`src/hw/rtl/ctds_pkg.sv`:
```
// shared types and constants of the character translate, delete and squeeze filter
`default_nettype none

package ctds_pkg;

    localparam int BYTE_W    = 8;
    localparam int LEN_W     = 4;
    localparam int MODE_W    = 2;
    localparam int CFG_W     = 64;
    localparam int CFG_IDX_W = 2;

    typedef enum logic [MODE_W-1:0] {
        MODE_TRANSLATE = 2'd0,
        MODE_DELETE    = 2'd1,
        MODE_SQUEEZE   = 2'd2
    } mode_t;

    localparam logic [CFG_IDX_W-1:0] CFG_MODE       = 2'd0;
    localparam logic [CFG_IDX_W-1:0] CFG_SET_LENGTH = 2'd1;
    localparam logic [CFG_IDX_W-1:0] CFG_FROM_SET   = 2'd2;
    localparam logic [CFG_IDX_W-1:0] CFG_TO_SET     = 2'd3;

    typedef struct packed {
        logic              emit;
        logic [BYTE_W-1:0] data;
    } result_t;

endpackage

`default_nettype wire

```
`src/hw/rtl/ctds_match.sv`:
```
// parallel compare of one byte against the configured set, first match wins
`default_nettype none

module ctds_match #(
    parameter int SET_SIZE = 8
) (
    input  wire logic [ctds_pkg::BYTE_W-1:0]          in_byte,
    input  wire logic [ctds_pkg::LEN_W-1:0]           set_length,
    input  wire logic [SET_SIZE*ctds_pkg::BYTE_W-1:0] from_set,
    output logic                                      hit,
    output logic [SET_SIZE-1:0]                       first_hit
);

    localparam logic [ctds_pkg::LEN_W-1:0] SIZE_LEN = ctds_pkg::LEN_W'(SET_SIZE);

    logic [ctds_pkg::LEN_W-1:0] len_eff;

    assign len_eff = (set_length > SIZE_LEN) ? SIZE_LEN : set_length;

    always_comb
    begin
        hit       = 1'b0;
        first_hit = '0;
        for (int k = SET_SIZE - 1; k >= 0; k--)
        begin
            if ((ctds_pkg::LEN_W'(k) < len_eff) &&
                (from_set[k*ctds_pkg::BYTE_W +: ctds_pkg::BYTE_W] == in_byte))
            begin
                hit       = 1'b1;
                first_hit = '0;
                first_hit[k] = 1'b1;
            end
        end
    end

endmodule

`default_nettype wire

```
`src/hw/rtl/ctds_filter.sv`:
```
// mode decision: translate, delete or squeeze one byte, or pass it unchanged in the unused mode
`default_nettype none

module ctds_filter #(
    parameter int SET_SIZE = 8
) (
    input  wire logic [ctds_pkg::MODE_W-1:0]          mode,
    input  wire logic [ctds_pkg::BYTE_W-1:0]          in_byte,
    input  wire logic                                 hit,
    input  wire logic [SET_SIZE-1:0]                  first_hit,
    input  wire logic [SET_SIZE*ctds_pkg::BYTE_W-1:0] to_set,
    input  wire logic [ctds_pkg::BYTE_W-1:0]          prev_byte,
    input  wire logic                                 prev_valid,
    output ctds_pkg::result_t                         res
);

    logic [ctds_pkg::BYTE_W-1:0] translated;

    always_comb
    begin
        translated = '0;
        for (int k = 0; k < SET_SIZE; k++)
        begin
            if (first_hit[k])
            begin
                translated = translated | to_set[k*ctds_pkg::BYTE_W +: ctds_pkg::BYTE_W];
            end
        end
    end

    always_comb
    begin
        res.emit = 1'b1;
        res.data = in_byte;
        case (ctds_pkg::mode_t'(mode))
            ctds_pkg::MODE_TRANSLATE:
            begin
                if (hit)
                begin
                    res.data = translated;
                end
            end
            ctds_pkg::MODE_DELETE:
            begin
                res.emit = !hit;
            end
            ctds_pkg::MODE_SQUEEZE:
            begin
                res.emit = !(hit && prev_valid && (prev_byte == in_byte));
            end
            default:
            begin
                res.emit = 1'b1;
            end
        endcase
    end

endmodule

`default_nettype wire

```
`src/hw/rtl/char_translate_delete_squeeze.sv`:
```
// top level of the character translate, delete and squeeze filter
//
//   channel | handshake            | payload
//   --------+----------------------+-----------------------------------
//   in      | in_valid / in_stall  | in_byte
//   out     | out_valid / out_stall| out_byte
//   cfg     | cfg_write_en         | cfg_index, cfg_data
//
// one byte per cycle while no stall holds it; a taken byte goes through the input register to the output register
// the input register and the result register sit around the compare logic
// deleted or squeezed bytes leave the input register without needing the result register
// in_stall is raised only while the input register is full and a stalled result waits
// asynchronous active-low reset clears configuration, history and both valid flags
`default_nettype none

module char_translate_delete_squeeze #(
    parameter int SET_SIZE = 8
) (
    input  wire logic                             clk,
    input  wire logic                             rst_n,
    input  wire logic                             in_valid,
    output logic                                  in_stall,
    input  wire logic [ctds_pkg::BYTE_W-1:0]      in_byte,
    output logic                                  out_valid,
    input  wire logic                             out_stall,
    output logic [ctds_pkg::BYTE_W-1:0]           out_byte,
    input  wire logic                             cfg_write_en,
    input  wire logic [ctds_pkg::CFG_IDX_W-1:0]   cfg_index,
    input  wire logic [ctds_pkg::CFG_W-1:0]       cfg_data
);

    localparam int SET_W = SET_SIZE * ctds_pkg::BYTE_W;

    logic [ctds_pkg::MODE_W-1:0] mode_reg;
    logic [ctds_pkg::LEN_W-1:0]  set_length_reg;
    logic [SET_W-1:0]            from_set_reg;
    logic [SET_W-1:0]            to_set_reg;

    logic                        s1_valid_reg, s1_valid_next;
    logic [ctds_pkg::BYTE_W-1:0] s1_byte_reg;
    logic                        out_valid_reg, out_valid_next;
    logic [ctds_pkg::BYTE_W-1:0] out_byte_reg;
    logic [ctds_pkg::BYTE_W-1:0] prev_byte_reg;
    logic                        prev_valid_reg;

    logic                        hit;
    logic [SET_SIZE-1:0]         first_hit;
    ctds_pkg::result_t           res;
    logic                        in_accept;
    logic                        out_free;
    logic                        s1_move;

    ctds_match #(
        .SET_SIZE (SET_SIZE)
    ) u_match (
        .in_byte    (s1_byte_reg),
        .set_length (set_length_reg),
        .from_set   (from_set_reg),
        .hit        (hit),
        .first_hit  (first_hit)
    );

    ctds_filter #(
        .SET_SIZE (SET_SIZE)
    ) u_filter (
        .mode       (mode_reg),
        .in_byte    (s1_byte_reg),
        .hit        (hit),
        .first_hit  (first_hit),
        .to_set     (to_set_reg),
        .prev_byte  (prev_byte_reg),
        .prev_valid (prev_valid_reg),
        .res        (res)
    );

    assign out_free  = !out_valid_reg || !out_stall;
    assign s1_move   = s1_valid_reg && (!res.emit || out_free);
    assign in_stall  = s1_valid_reg && !s1_move;
    assign in_accept = in_valid && !in_stall;

    always_comb
    begin
        s1_valid_next = s1_valid_reg;
        if (in_accept)
        begin
            s1_valid_next = 1'b1;
        end
        else if (s1_move)
        begin
            s1_valid_next = 1'b0;
        end
    end

    always_comb
    begin
        out_valid_next = out_valid_reg;
        if (s1_move && res.emit)
        begin
            out_valid_next = 1'b1;
        end
        else if (!out_stall)
        begin
            out_valid_next = 1'b0;
        end
    end

    always_ff @(posedge clk or negedge rst_n)
    begin
        if (!rst_n)
        begin
            s1_valid_reg   <= 1'b0;
            out_valid_reg  <= 1'b0;
            prev_byte_reg  <= '0;
            prev_valid_reg <= 1'b0;
        end
        else
        begin
            s1_valid_reg  <= s1_valid_next;
            out_valid_reg <= out_valid_next;
            if (s1_move)
            begin
                prev_byte_reg  <= s1_byte_reg;
                prev_valid_reg <= 1'b1;
            end
        end
    end

    always_ff @(posedge clk)
    begin
        if (in_accept)
        begin
            s1_byte_reg <= in_byte;
        end
        if (s1_move && res.emit)
        begin
            out_byte_reg <= res.data;
        end
    end

    always_ff @(posedge clk or negedge rst_n)
    begin
        if (!rst_n)
        begin
            mode_reg       <= '0;
            set_length_reg <= '0;
            from_set_reg   <= '0;
            to_set_reg     <= '0;
        end
        else if (cfg_write_en)
        begin
            case (cfg_index)
                ctds_pkg::CFG_MODE:       mode_reg       <= cfg_data[ctds_pkg::MODE_W-1:0];
                ctds_pkg::CFG_SET_LENGTH: set_length_reg <= cfg_data[ctds_pkg::LEN_W-1:0];
                ctds_pkg::CFG_FROM_SET:   from_set_reg   <= cfg_data[SET_W-1:0];
                ctds_pkg::CFG_TO_SET:     to_set_reg     <= cfg_data[SET_W-1:0];
                default:                  mode_reg       <= mode_reg;
            endcase
        end
    end

    assign out_valid = out_valid_reg;
    assign out_byte  = out_byte_reg;

endmodule

`default_nettype wire

```
`config.mk`:
```
export PLATFORM = sky130hd
export DESIGN_NAME = char_translate_delete_squeeze
export DESIGN_NICKNAME = d
export VERILOG_FILES = /design/src/hw/rtl/ctds_pkg.sv /design/src/hw/rtl/ctds_match.sv /design/src/hw/rtl/ctds_filter.sv /design/src/hw/rtl/char_translate_delete_squeeze.sv
export SDC_FILE = /design/constraint.sdc
export NUM_CORES = 1
export LEC_CHECK = 0
export BUFFER_PORTS_ARGS = -buffer_cell sky130_fd_sc_hd__buf_2
export CORE_ASPECT_RATIO = 0.7
export CORE_MARGIN = 5
export CORE_UTILIZATION = 45
export CTS_BUF_LIST = sky130_fd_sc_hd__clkbuf_8
export CTS_CLUSTER_DIAMETER = 150
export DETAILED_ROUTE_END_ITERATION = 10
export REMOVE_ABC_BUFFERS = 1
export SLEW_MARGIN = 20
export SYNTH_ARGS = -nofsm -noshare
export SYNTH_HDL_FRONTEND = slang
export SYNTH_SLANG_ARGS = --single-unit
```
`constraint.sdc`:
```
create_clock -name clk -period 7.9 [get_ports clk]
set_input_delay 1.185 -clock clk [delete_from_list [all_inputs] [get_ports clk]]
set_output_delay 1.185 -clock clk [all_outputs]
set_load 0.005 [all_outputs]
```
==> results.py, run 1 <==
metrics = {
    "floorplan": {
        "dieArea_mm2": 0.0196,
        "start_util_pct": 46.2,
        "rows": 39,
        "die_width_um": 165,
        "io_pins": 89,
        "design.core.area_mm2": 0.0164,
        "dieHeight_um": 119,
    },
    "yosys": {
        "synth_xor_xnor_area_share_pct": 8.33,
        "synth_cells": 570,
        "synth_top_family_by_area": "multiplexers",
        "synth-main-ff-cell": "dfrtp_1",
        "synth_cell_types": 46,
        "synth-simple-area-share_pct": 7.82,
        "yosys.area.top_type_share_pct": 47.9,
        "synth_compound_area_share_pct": 5.34,
        "synth.area.mux_share_pct": 20.8,
        "syn_area_per_cell_um2": 13.3,
        "synth_edf_count": 16,
        "synth_area_mm2": 0.00757,
        "ys_ff_latch": 161,
        "yosysTopAreaCell": "dfrtp_1",
        "synth_fa_ha_area_share_pct": 0.496,
        "synth.top_cells.by_area": "dfrtp_1, mux2_2, edfxtp_1",
        "synthArstFlopShare_pct": 90.1,
        "ys_warn_count": 0,
        "yosysSeqAreaShare_pct": 54.3,
    },
    "finish": {
        "syn_to_final_growth_pct": 13.6,
        "diodes": 0,
        "most-common-layout-cells": "dfrtp_1, mux2_2, buf_2, xnor2_1, xor2_1",
        "layout.nets": 734,
        "layout-drive-gt1-share_pct": 41.8,
        "fill_cells": 1447,
        "final_common_cell": "dfrtp_1",
    },
    "critical_path": {
        "critPathSlowestCell": "edfxtp_1",
        "crit_chain": "xnor2_1 -> nand4_1 -> nor4_4 -> nor4_4 -> a31oi_2 -> o21ai_0 -> and3_1 -> buf_2",
        "critical_path_class": "reg -> out",
        "start_kind": "flop",
        "reg2reg_slack_ns": 4.19,
        "cp_common_cell": "nor4_4",
        "arrival_ns": 3.29,
        "cp.required_ns": 6.71,
        "cp-end-kind": "primary output",
        "slowest_delay_ns": 0.81,
        "path_max_fanout": 11,
    },
    "timing": {
        "relSlewSlack_pct": 30.1,
        "setup_violations": 0,
        "worst_pin_slew_ns": 1.04,
        "hold_viol": 0,
        "slew_violations": 0,
        "max_clock_freq_mhz": 223,
        "fin_worst_skew_ns": 0.0138,
        "timing.final.crit_share_pct": 56.7,
        "min_period_ns": 4.48,
        "grt_setup_unrepaired": "false",
        "tns_ns": 0,
    },
    "placed_design": {
        "gp_congestion": 0.866,
        "hpwl_um": 14400,
        "io_buffer_count": 88,
    },
    "cts": {
        "clock_latency_ns": 0.46,
        "clock-root-buffer": "clkbuf_8",
        "cts_tree": "done",
        "htree_levels": 4,
        "cts_made_buffers": 17,
        "post_cts_resized": 0,
        "clkSinkCount": 161,
        "clk_pin_slew_ns": 0.09,
        "cts_setup_buffers": 0,
        "max-clock-path-buffers": 2,
        "holdBufCountCts": 0,
    },
    "pwr": {
        "switching_share_pct": 29.2,
        "switchingPower_mw": 0.631,
        "p_leak_nw": 3.59,
        "internal_power_mw": 1.53,
        "p_seq_share_pct": 53.0,
        "combPwrFrac_pct": 18.0,
        "vdd_drop_max_uv": 103,
        "power_density_mw_per_mm2": 251,
        "fin_total_pwr_mw": 2.16,
        "power_frac_clock_pct": 29.0,
    },
    "detailed_routing": {
        "first_pass_iters": 5,
        "dr_total_vias": 4942,
        "drt-total-wl_um": 19600,
        "vias_per_cell": 5.55,
        "drc_errors": 0,
        "drt_iter0_markers": 385,
        "wl_per_cell_um": 22.1,
        "postRouteAntennaNets": 0,
    },
    "global_route": {
        "grt_max_degree": 83,
        "grt_pass1_wl_um": 30400,
        "overflow": 0,
        "antenna_found_initial": 0,
        "grt_pass1_vias": 5178,
        "grt_usage_pct": 20.9,
    },
    "worst_hold_path": {
        "hold_class": "reg -> reg",
    },
    "run_status": {
        "outcome": "complete, no violations",
    },
    "run": {
        "maxCapViolCount": 0,
    },
}
-- final timing paths --
check                          startpoint                to  cells past startpoint
hold reg to reg            prev_valid_reg    prev_valid_reg                      1
max in group asynchronous           rst_n  from_set_reg[28]                      2
min in group asynchronous           rst_n     to_set_reg[1]                      1
hold / removal             prev_valid_reg    prev_valid_reg                      1
setup reg to reg           s1_byte_reg[3]    s1_byte_reg[5]                      7
setup / recovery           s1_byte_reg[3]          in_stall                      8
-- Yosys cell counts (3+ instances only) --
| cell | count |
|---|---|
| dfrtp_1 | 145 |
| mux2_2 | 139 |
| xnor2_1 | 45 |
| xor2_1 | 27 |
| nor2_1 | 18 |
| clkbuf_1 | 16 |
| edfxtp_1 | 16 |
| nor3_1 | 16 |
| a21oi_1 | 13 |
| nand4_1 | 13 |
| a221oi_1 | 12 |
| a31oi_1 | 12 |
| nand2_1 | 12 |
| nand3_1 | 11 |
| inv_1 | 10 |
| buf_6 | 7 |
| nor4_1 | 7 |
| buf_2 | 4 |
| or3_1 | 4 |
| buf_4 | 3 |
| ha_1 | 3 |
| o21ai_0 | 3 |
| or4_1 | 3 |
-- power by group through the flow --
stage	combinational, mW	sequential [mW]	clock [mW]
after detailed placement	0.388	1.16	0
after global routing	0.432	1.16	0.679
after CTS	0.391	1.14	0.636
after global placement	0.375	1.16	0
final	0.389	1.15	0.627
after floorplan	0.284	1.10	0
-- logic make-up after synthesis --
family	Yosys count
adders and majority gates	3
xor gates and xnor gates	72
buffers and inverters	40
AOI/OAI and AO/OA	54
muxes	140
and+or+nand+nor	100
DFF	161
-- area by class of cell --
| class | count | area (um^2) | area share [%] |
|---|---|---|---|
| well taps | 225 | 282 | 3.27 |
| clock buffers | 21 | 289 | 3.36 |
| repair buffers | 93 | 488 | 5.68 |
| clock inverters | 11 | 129 | 1.50 |
| inverters | 10 | 37.5 | 0.437 |
| flip-flops and latches | 161 | 4110 | 47.8 |
| multi-input cells | 369 | 3260 | 38.0 |
-- per-layer routing --
layer | share of wire (%) | vias to the layer above | global-route usage, %
met2 | 39 | 199 | 26.5
met5 | 0 | - | 0
met1 | 49 | 2495 | 32.5
met4 | 1.3 | 0 | 5.30
met3 | 10 | 22 | 8.70
li1 | - | 2226 | -
-- worst max-delay path: cells and delay by family, from the launching register on --
kind / cells / cell delay, ns
compound gates: 2 / 0.50
simple gates: 4 / 1.18
flops: 1 / 0.81
xor+xnor: 1 / 0.22
buf+inv: 1 / 0.12
-- stage by stage --
stage	hold slack, ns	worst slack, ns	cells	utilization, %	instance area, um^2
after global routing	0.517	3.12	890	52.4	8600
after detailed placement	0.452	3.96	858	49.8	8170
after floorplan	0.434	4.15	540	-	7390
final	0.476	3.42	890	52.4	8600
after CTS	0.476	3.41	890	52.4	8580
after global placement	0.454	3.70	858	49.8	8160
Power figures use the tool's default switching activity.
==> run 2, diff against run 1 <==
--- a/config.mk
+++ b/config.mk
@@ -5,6 +5,7 @@
 export SDC_FILE = /design/constraint.sdc
 export NUM_CORES = 1
 export LEC_CHECK = 0
+export ABC_AREA = 1
 export BUFFER_PORTS_ARGS = -buffer_cell sky130_fd_sc_hd__buf_2
 export CORE_ASPECT_RATIO = 0.7
 export CORE_MARGIN = 5
@@ -12,6 +13,7 @@
 export CTS_BUF_LIST = sky130_fd_sc_hd__clkbuf_8
 export CTS_CLUSTER_DIAMETER = 150
 export DETAILED_ROUTE_END_ITERATION = 10
+export PLACE_DENSITY = 0.66
 export REMOVE_ABC_BUFFERS = 1
 export SLEW_MARGIN = 20
 export SYNTH_ARGS = -nofsm -noshare
==> constraint.sdc (replaced) <==
create_clock -name clk -period 4.05 [get_ports clk]
set_input_delay 0.6075 -clock clk [delete_from_list [all_inputs] [get_ports clk]]
set_output_delay 0.6075 -clock clk [all_outputs]
set_load 0.005 [all_outputs]
==> run 2 against run 1 <==
- core utilization down 0.91 points
- non-clock buffer count up 2
- critical endpoint unchanged
- register-to-register slack got worse by 3.1 ns
- largest cell class unchanged
- clock power up 95%
- die area is 8.8% higher
- wire length grew 22%
- combinational power increased by 110%
- global-route usage rose by 2.4 points
==> results.py, run 2 <==
metrics = {
    "floorplan": {
        "rows": 41,
        "io_pins": 89,
        "design.core.area_mm2": 0.0181,
        "start_util_pct": 45.9,
        "dieArea_mm2": 0.0213,
        "dieHeight_um": 124,
        "die_width_um": 172,
    },
    "yosys": {
        "synth_cell_types": 39,
        "synth_area_mm2": 0.00829,
        "synth.top_cells.by_area": "dfrtp_1, nand2_1, o21ai_0",
        "yosysSeqAreaShare_pct": 49.6,
        "synth_most_common_cell": "nand2_1",
        "synth_edf_count": 16,
        "syn_area_per_cell_um2": 7.58,
        "synth-main-ff-cell": "dfrtp_1",
        "yosys.area.top_type_share_pct": 43.8,
        "ys_top_cells_by_count": "nand2_1, inv_1, dfrtp_1",
        "synth_cells": 1093,
        "ys_ff_latch": 161,
        "synthArstFlopShare_pct": 90.1,
        "ys_warn_count": 0,
        "yosysTopAreaCell": "dfrtp_1",
    },
    "placed_design": {
        "place_area_mm2": 0.00890,
        "dp_cells": 1382,
        "gp_congestion": 0.940,
        "hpwl_um": 17800,
        "io_buffer_count": 88,
    },
    "pwr": {
        "vdd_drop_max_uv": 237,
        "switching_share_pct": 33.6,
        "p_seq_share_pct": 51.6,
        "combPwrFrac_pct": 19.1,
        "internal_power_mw": 2.78,
        "power_frac_clock_pct": 29.3,
        "switchingPower_mw": 1.41,
        "p_leak_nw": 4.96,
        "power_density_mw_per_mm2": 450,
    },
    "detailed_routing": {
        "drt-total-wl_um": 23900,
        "wl_per_cell_um": 16.9,
        "drt_iter0_markers": 950,
        "postRouteAntennaNets": 0,
        "drc_errors": 0,
        "first_pass_iters": 5,
        "vias_per_cell": 5.14,
        "dr_total_vias": 7269,
    },
    "cts": {
        "post_cts_resized": 0,
        "holdBufCountCts": 0,
        "clk_pin_slew_ns": 0.09,
        "clock_latency_ns": 0.47,
        "clkSinkCount": 161,
        "htree_levels": 4,
        "max-clock-path-buffers": 2,
        "cts_tree": "done",
        "cts_setup_buffers": 0,
        "cts_made_buffers": 17,
        "clock-root-buffer": "clkbuf_8",
    },
    "global_route": {
        "overflow": 0,
        "grt_pass1_vias": 6678,
        "antenna_found_initial": 1,
        "grt_usage_pct": 23.3,
        "grt_pass1_wl_um": 37500,
        "grt_max_degree": 88,
    },
    "timing": {
        "worst_pin_slew_ns": 0.803,
        "grt_setup_unrepaired": "false",
        "hold_viol": 0,
        "setup_violations": 0,
        "min_period_ns": 3.61,
        "timing.final.crit_share_pct": 89.1,
        "slew_violations": 0,
        "tns_ns": 0,
        "fin_worst_skew_ns": 0.0145,
        "relSlewSlack_pct": 46.5,
        "max_clock_freq_mhz": 277,
    },
    "finish": {
        "fill_cells": 1823,
        "layout-drive-gt1-share_pct": 14.0,
        "diodes": 0,
        "layout.nets": 1247,
        "most-common-layout-cells": "nand2_1, inv_1, dfrtp_1, o21ai_0",
        "postLayoutCellArea_mm2": 0.00931,
        "final_common_cell": "nand2_1",
        "syn_to_final_growth_pct": 12.3,
        "instances_no_fill": 1414,
    },
    "worst_hold_path": {
        "hold_class": "in -> async",
    },
    "critical_path": {
        "cp-end-kind": "primary output",
        "cp_top_family": "simple AND/OR/NAND/NOR gates",
        "cp.required_ns": 3.44,
        "start_kind": "flop",
        "slowest_delay_ns": 0.65,
        "crit_chain": "inv_1 -> nand2_1 -> nand2_1 -> nor2_1 -> nand2_1 -> nor2_1 -> nand2_1 -> nand3_2 -> nor2_2 -> nand3_2 -> nand2_2 -> nand2_4 -> nor2_1 -> buf_2",
        "critPathSlowestCell": "edfxtp_1",
        "path_max_fanout": 13,
        "critical_path_class": "reg -> out",
        "arrival_ns": 3.00,
        "cp_common_cell": "nand2_1",
        "r2r_cells": 14,
        "cp_num_cells": 14,
        "critPathBufInv": 2,
    },
    "run_status": {
        "outcome": "complete, no violations",
    },
    "run": {
        "maxCapViolCount": 0,
    },
}
==> run 2: cell types whose count changed after synthesis, moves of 10 or more <==
cell / delta
nand3_1: +67
nand2_1: +317
a221oi_1: -11
nor2_1: +69
inv_1: +143
xnor2_1: -37
nor3_1: -13
o21ai_0: +139
clkbuf_1: +10
a31oi_1: -12
xor2_1: -20
mux2_2: -139
==> run 2: path summary, 6_finish.rpt <==
check | start | slack [ns] | end
min in group clk | in_byte[5] | 0.31 | s1_byte_reg[5]
min reg2reg | prev_byte_reg[5] | 0.48 | prev_byte_reg[5]
min | rst_n | 0.19 | to_set_reg[19]
max | s1_byte_reg[2] | 0.44 | in_stall
max in group asynchronous | rst_n | 3.03 | from_set_reg[45]
max reg2reg | s1_byte_reg[2] | 1.05 | s1_byte_reg[6]
==> run 2: per-stage QoR <==
step	worst slack [ns]	utilization (%)	hold WS, ns	total power, mW
floorplan	0.782	-	0.312	2.63
global placement	1.08	49.3	0.457	2.97
detailed placement	0.978	49.3	0.454	2.97
CTS	0.448	51.5	0.219	4.20
global route	0.163	51.5	0.266	4.43
finish	0.441	51.5	0.190	4.18
==> run 2: cell type report <==
type | instances | area [um^2] | share of cell area [%]
Sequential cell | 161 | 4110 | 44.2
Multi-Input combinational cell | 730 | 3390 | 36.4
Inverter | 160 | 602 | 6.47
Timing Repair Buffer | 95 | 512 | 5.50
Tap cell | 236 | 295 | 3.17
Clock buffer | 18 | 248 | 2.66
Clock inverter | 14 | 154 | 1.65
==> run 2: worst register-to-register path: stages, from the launching register on <==
cell	delay (ns)
edfxtp_1	0.72
inv_1	0.27
nand2_1	0.14
nand2_1	0.06
nor2_1	0.09
nand2_1	0.05
nor2_1	0.08
nand2_1	0.32
nand3_2	0.24
nor2_2	0.07
nand3_2	0.06
nand2_2	0.07
nand2_4	0.14
o21ai_0	0.09
inv_1	0.26
==> run 2: logic make-up after synthesis <==
| group | after synthesis | share of synthesized area [%] |
|---|---|---|
| buffers and inverters | 202 | 9.89 |
| AO/OA/AOI/OAI | 163 | 10.3 |
| adder cells (fa/ha/maj) | 3 | 0.453 |
| XOR/XNOR | 15 | 1.58 |
| AND/OR/NAND/NOR | 549 | 28.2 |
| flip-flops | 161 | 49.6 |
==> run 2: per-layer routing <==
metal	GRT usage, %	up-vias	wire length [um]	part of all wire (%)
li1	-	3580	-	-
met1	36.6	3335	11800	49
met2	32.8	316	9630	40
met3	5.18	38	2110	8.8
met4	4.61	0	369	1.5
met5	0	-	0	0
==> run 2: power by group through the flow <==
stage / logic, mW / registers (mW) / clock network [mW]
after CTS: 0.798 / 2.15 / 1.25
after floorplan: 0.546 / 2.08 / 0
final: 0.799 / 2.16 / 1.22
after detailed placement: 0.796 / 2.18 / 0
after global routing: 0.929 / 2.19 / 1.32
after global placement: 0.782 / 2.18 / 0
==> run 3, diff against run 2 <==
--- a/config.mk
+++ b/config.mk
@@ -8,14 +8,13 @@
 export ABC_AREA = 1
 export BUFFER_PORTS_ARGS = -buffer_cell sky130_fd_sc_hd__buf_2
 export CORE_ASPECT_RATIO = 0.7
-export CORE_MARGIN = 5
 export CORE_UTILIZATION = 45
 export CTS_BUF_LIST = sky130_fd_sc_hd__clkbuf_8
 export CTS_CLUSTER_DIAMETER = 150
 export DETAILED_ROUTE_END_ITERATION = 10
-export PLACE_DENSITY = 0.66
 export REMOVE_ABC_BUFFERS = 1
 export SLEW_MARGIN = 20
 export SYNTH_ARGS = -nofsm -noshare
 export SYNTH_HDL_FRONTEND = slang
+export SYNTH_HIERARCHICAL = 1
 export SYNTH_SLANG_ARGS = --single-unit
==> constraint.sdc (replaced) <==
create_clock -name clk -period 4.45 [get_ports clk]
set_input_delay 0.6675 -clock clk [delete_from_list [all_inputs] [get_ports clk]]
set_output_delay 0.6675 -clock clk [all_outputs]
set_load 0.005 [all_outputs]
==> run 3 against run 2 <==
- the flow now finishes with violations (design-rule violations)
- critical endpoint unchanged
- clock skew increased by 0.0039 ns
- largest cell class unchanged
- worst setup slack improved by 0.32 ns
- hold slack better by 0.052 ns
- count of clock-buffer cells in the layout shrank 1
- flip-flop and latch count did not move
==> results.py, run 3 <==
metrics = {
    "cts": {
        "holdBufCountCts": 0,
        "clock-root-buffer": "clkbuf_8",
        "clkSinkCount": 161,
        "cts_made_buffers": 17,
        "htree_levels": 4,
        "max-clock-path-buffers": 2,
        "cts_setup_buffers": 0,
        "post_cts_resized": 0,
        "clk_pin_slew_ns": 0.10,
        "cts_tree": "done",
        "clock_latency_ns": 0.48,
    },
    "critical_path": {
        "critPathBufInv": 3,
        "cp-end-kind": "primary output",
        "critPathSlowestCell": "edfxtp_1",
        "path_max_fanout": 12,
        "cp_top_family": "simple AND/OR/NAND/NOR gates",
        "crit_chain": "inv_4 -> nand2_1 -> nand2_1 -> nor2_1 -> nand3_2 -> nor2_4 -> inv_2 -> nand2_1 -> nor2_1 -> nand2_1 -> nand2_1 -> nor2_1 -> nand3_1 -> o21bai_1 -> nand2_1 -> nand3_1 -> nor2_1 -> buf_2",
        "start_kind": "flop",
        "r2r_end": "s1_byte_reg[6]",
        "arrival_ns": 3.03,
        "slowest_delay_ns": 0.67,
        "cp.required_ns": 3.78,
        "critical_path_class": "reg -> out",
        "r2r_cells": 18,
        "timing.rr.start": "s1_byte_reg[7]",
        "reg2reg_slack_ns": 1.13,
        "cp_common_cell": "nand2_1",
    },
    "floorplan": {
        "design.core.area_mm2": 0.0189,
        "dieHeight_um": 118,
        "start_util_pct": 46.0,
        "dieArea_mm2": 0.0199,
        "die_width_um": 168,
        "rows": 42,
        "io_pins": 89,
    },
    "finish": {
        "final_common_cell": "nand2_1",
        "final_util_pct": 50.0,
        "syn_to_final_growth_pct": 8.61,
        "multi_input_area_mm2": 0.00358,
        "seq_area_mm2": 0.00411,
        "layout.nets": 1208,
        "most-common-layout-cells": "nand2_1, dfrtp_1, inv_1, o21ai_2, buf_2",
        "diodes": 0,
        "layout-drive-gt1-share_pct": 22.8,
        "fill_cells": 1909,
    },
    "timing": {
        "worst_pin_slew_ns": 0.946,
        "relSlewSlack_pct": 36.7,
        "timing.final.crit_share_pct": 83.0,
        "tns_ns": 0,
        "grt_setup_unrepaired": "false",
        "fin_worst_skew_ns": 0.0184,
        "min_period_ns": 3.69,
        "slew_violations": 0,
        "hold_viol": 0,
        "setup_violations": 0,
        "max_clock_freq_mhz": 271,
    },
    "detailed_routing": {
        "postRouteAntennaNets": 0,
        "first_pass_iters": 8,
        "vias_per_cell": 4.92,
        "drc_errors": 1,
        "wl_per_cell_um": 16.0,
        "wl_met1_um": 12200,
        "highest_layer": "met4",
        "drt_iter0_markers": 643,
        "met2_length_um": 8670,
        "dr_total_vias": 6800,
        "drt-total-wl_um": 22100,
        "dr_wl_met3_um": 1120,
    },
    "yosys": {
        "synthArstFlopShare_pct": 90.1,
        "yosys.area.top_type_share_pct": 41.7,
        "ys_ff_latch": 161,
        "synth-main-ff-cell": "dfrtp_1",
        "ys_warn_count": 6,
        "yosysSeqAreaShare_pct": 47.2,
        "synth-simple-area-share_pct": 24.9,
        "synth_xor_xnor_area_share_pct": 1.51,
        "synth_compound_area_share_pct": 14.1,
        "yosysTopAreaCell": "dfrtp_1",
        "synth_top_family_by_area": "simple AND/OR/NAND/NOR gates",
        "synth_edf_count": 16,
        "synth_most_common_cell": "nand2_1",
        "synth.area.mux_share_pct": 0,
        "synth_cells": 1059,
        "synth_area_mm2": 0.00871,
        "synth.top_cells.by_area": "dfrtp_1, nand2_1, o21ai_2",
        "synth_cell_types": 35,
        "syn_area_per_cell_um2": 8.22,
        "synth_fa_ha_area_share_pct": 0.431,
        "ys_top_cells_by_count": "nand2_1, dfrtp_1, inv_1",
    },
    "global_route": {
        "grt_pass1_wl_um": 35600,
        "overflow": 0,
        "grt_max_degree": 129,
        "grt_usage_pct": 23.8,
        "antenna_found_initial": 0,
        "grt_pass1_vias": 6251,
    },
    "run_status": {
        "outcome": "finished with violations",
        "violations": "design-rule violations",
    },
    "pwr": {
        "p_leak_nw": 4.94,
        "power_density_mw_per_mm2": 401,
        "vdd_drop_max_uv": 290,
    },
    "placed_design": {
        "hpwl_um": 16400,
        "io_buffer_count": 88,
        "gp_congestion": 0.907,
    },
    "run": {
        "maxCapViolCount": 0,
    },
    "worst_hold_path": {
        "hold_class": "in -> async",
    },
}
-- run 3: changes by cell type in the layout (fill, tap and decap cells not counted), sizes merged, moves of 5 or more --
cell and change:
nand3 -40, nand2 +38, nor2 -24, inv -8, o21a -5
-- run 3: metrics by stage --
step,area [um^2],total power [mW],hold slack (ns),cells,setup WS [ns]
final,9460,3.79,0.242,1381,0.756
after global routing,9460,4.03,0.282,1381,0.487
after CTS,9460,3.82,0.244,1381,0.744
after detailed placement,9070,2.75,0.463,1349,1.16
after global placement,9070,2.75,0.457,1349,1.19
after floorplan,8250,2.46,0.372,1014,1.28
-- run 3: per-layer routing --
metal / track usage, % / up-vias
met4: 5.45 / 0
li1: - / 3451
met5: 0 / -
met3: 4.25 / 15
met1: 39.4 / 3132
met2: 31.4 / 202
-- run 3: worst max-delay path by stage --
stage / from / end / slack (ns) / cells after the start
2_1_floorplan: cfg_index[0] / from_set_reg[10] / 1.28 / 4
6_report: s1_byte_reg[7] / in_stall / 0.76 / 18
3_3_place_gp: s1_byte_reg[7] / s1_byte_reg[6] / 1.19 / 16
5_1_grt: s1_byte_reg[7] / in_stall / 0.49 / 18
4_1_cts: s1_byte_reg[7] / in_stall / 0.74 / 18
3_5_place_dp: s1_byte_reg[7] / s1_byte_reg[6] / 1.16 / 18
-- run 3: worst reg2reg max path, cell delays in order (launching register included) --
cell	delay (ns)
edfxtp_1	0.67
inv_4	0.13
nand2_1	0.08
nand2_1	0.05
nor2_1	0.12
nand3_2	0.10
nor2_4	0.31
inv_2	0.05
nand2_1	0.07
nor2_1	0.04
nand2_1	0.14
nand2_1	0.08
nor2_1	0.10
nand3_1	0.08
o21bai_1	0.13
nand2_1	0.08
nand3_1	0.10
nor2_1	0.06
nor2_1	0.54
-- run 3: cells by family after synthesis --
kind of cell | after synthesis
AOI/OAI and AO/OA | 160
DFF | 161
adders and majority gates | 3
and+or+nand+nor | 524
xor gates and xnor gates | 15
buffers and inverters | 196
-- run 3: cell type report --
cell class	count	area share (%)
flip-flops and latches	161	43.5
multi-input cells	702	37.8
inverters	151	6.07
repair buffers	93	5.39
well taps	242	3.20
clock buffers	17	2.47
clock inverters	15	1.57
-- run 3: power breakdown --
| group | total, mW | leakage (nW) | internal, mW | switching, mW |
|---|---|---|---|---|
| sequential | 1.94 | 1.96 | 1.73 | 0.216 |
| clock | 1.06 | 0.190 | 0.457 | 0.607 |
| combinational | 0.786 | 2.80 | 0.305 | 0.481 |
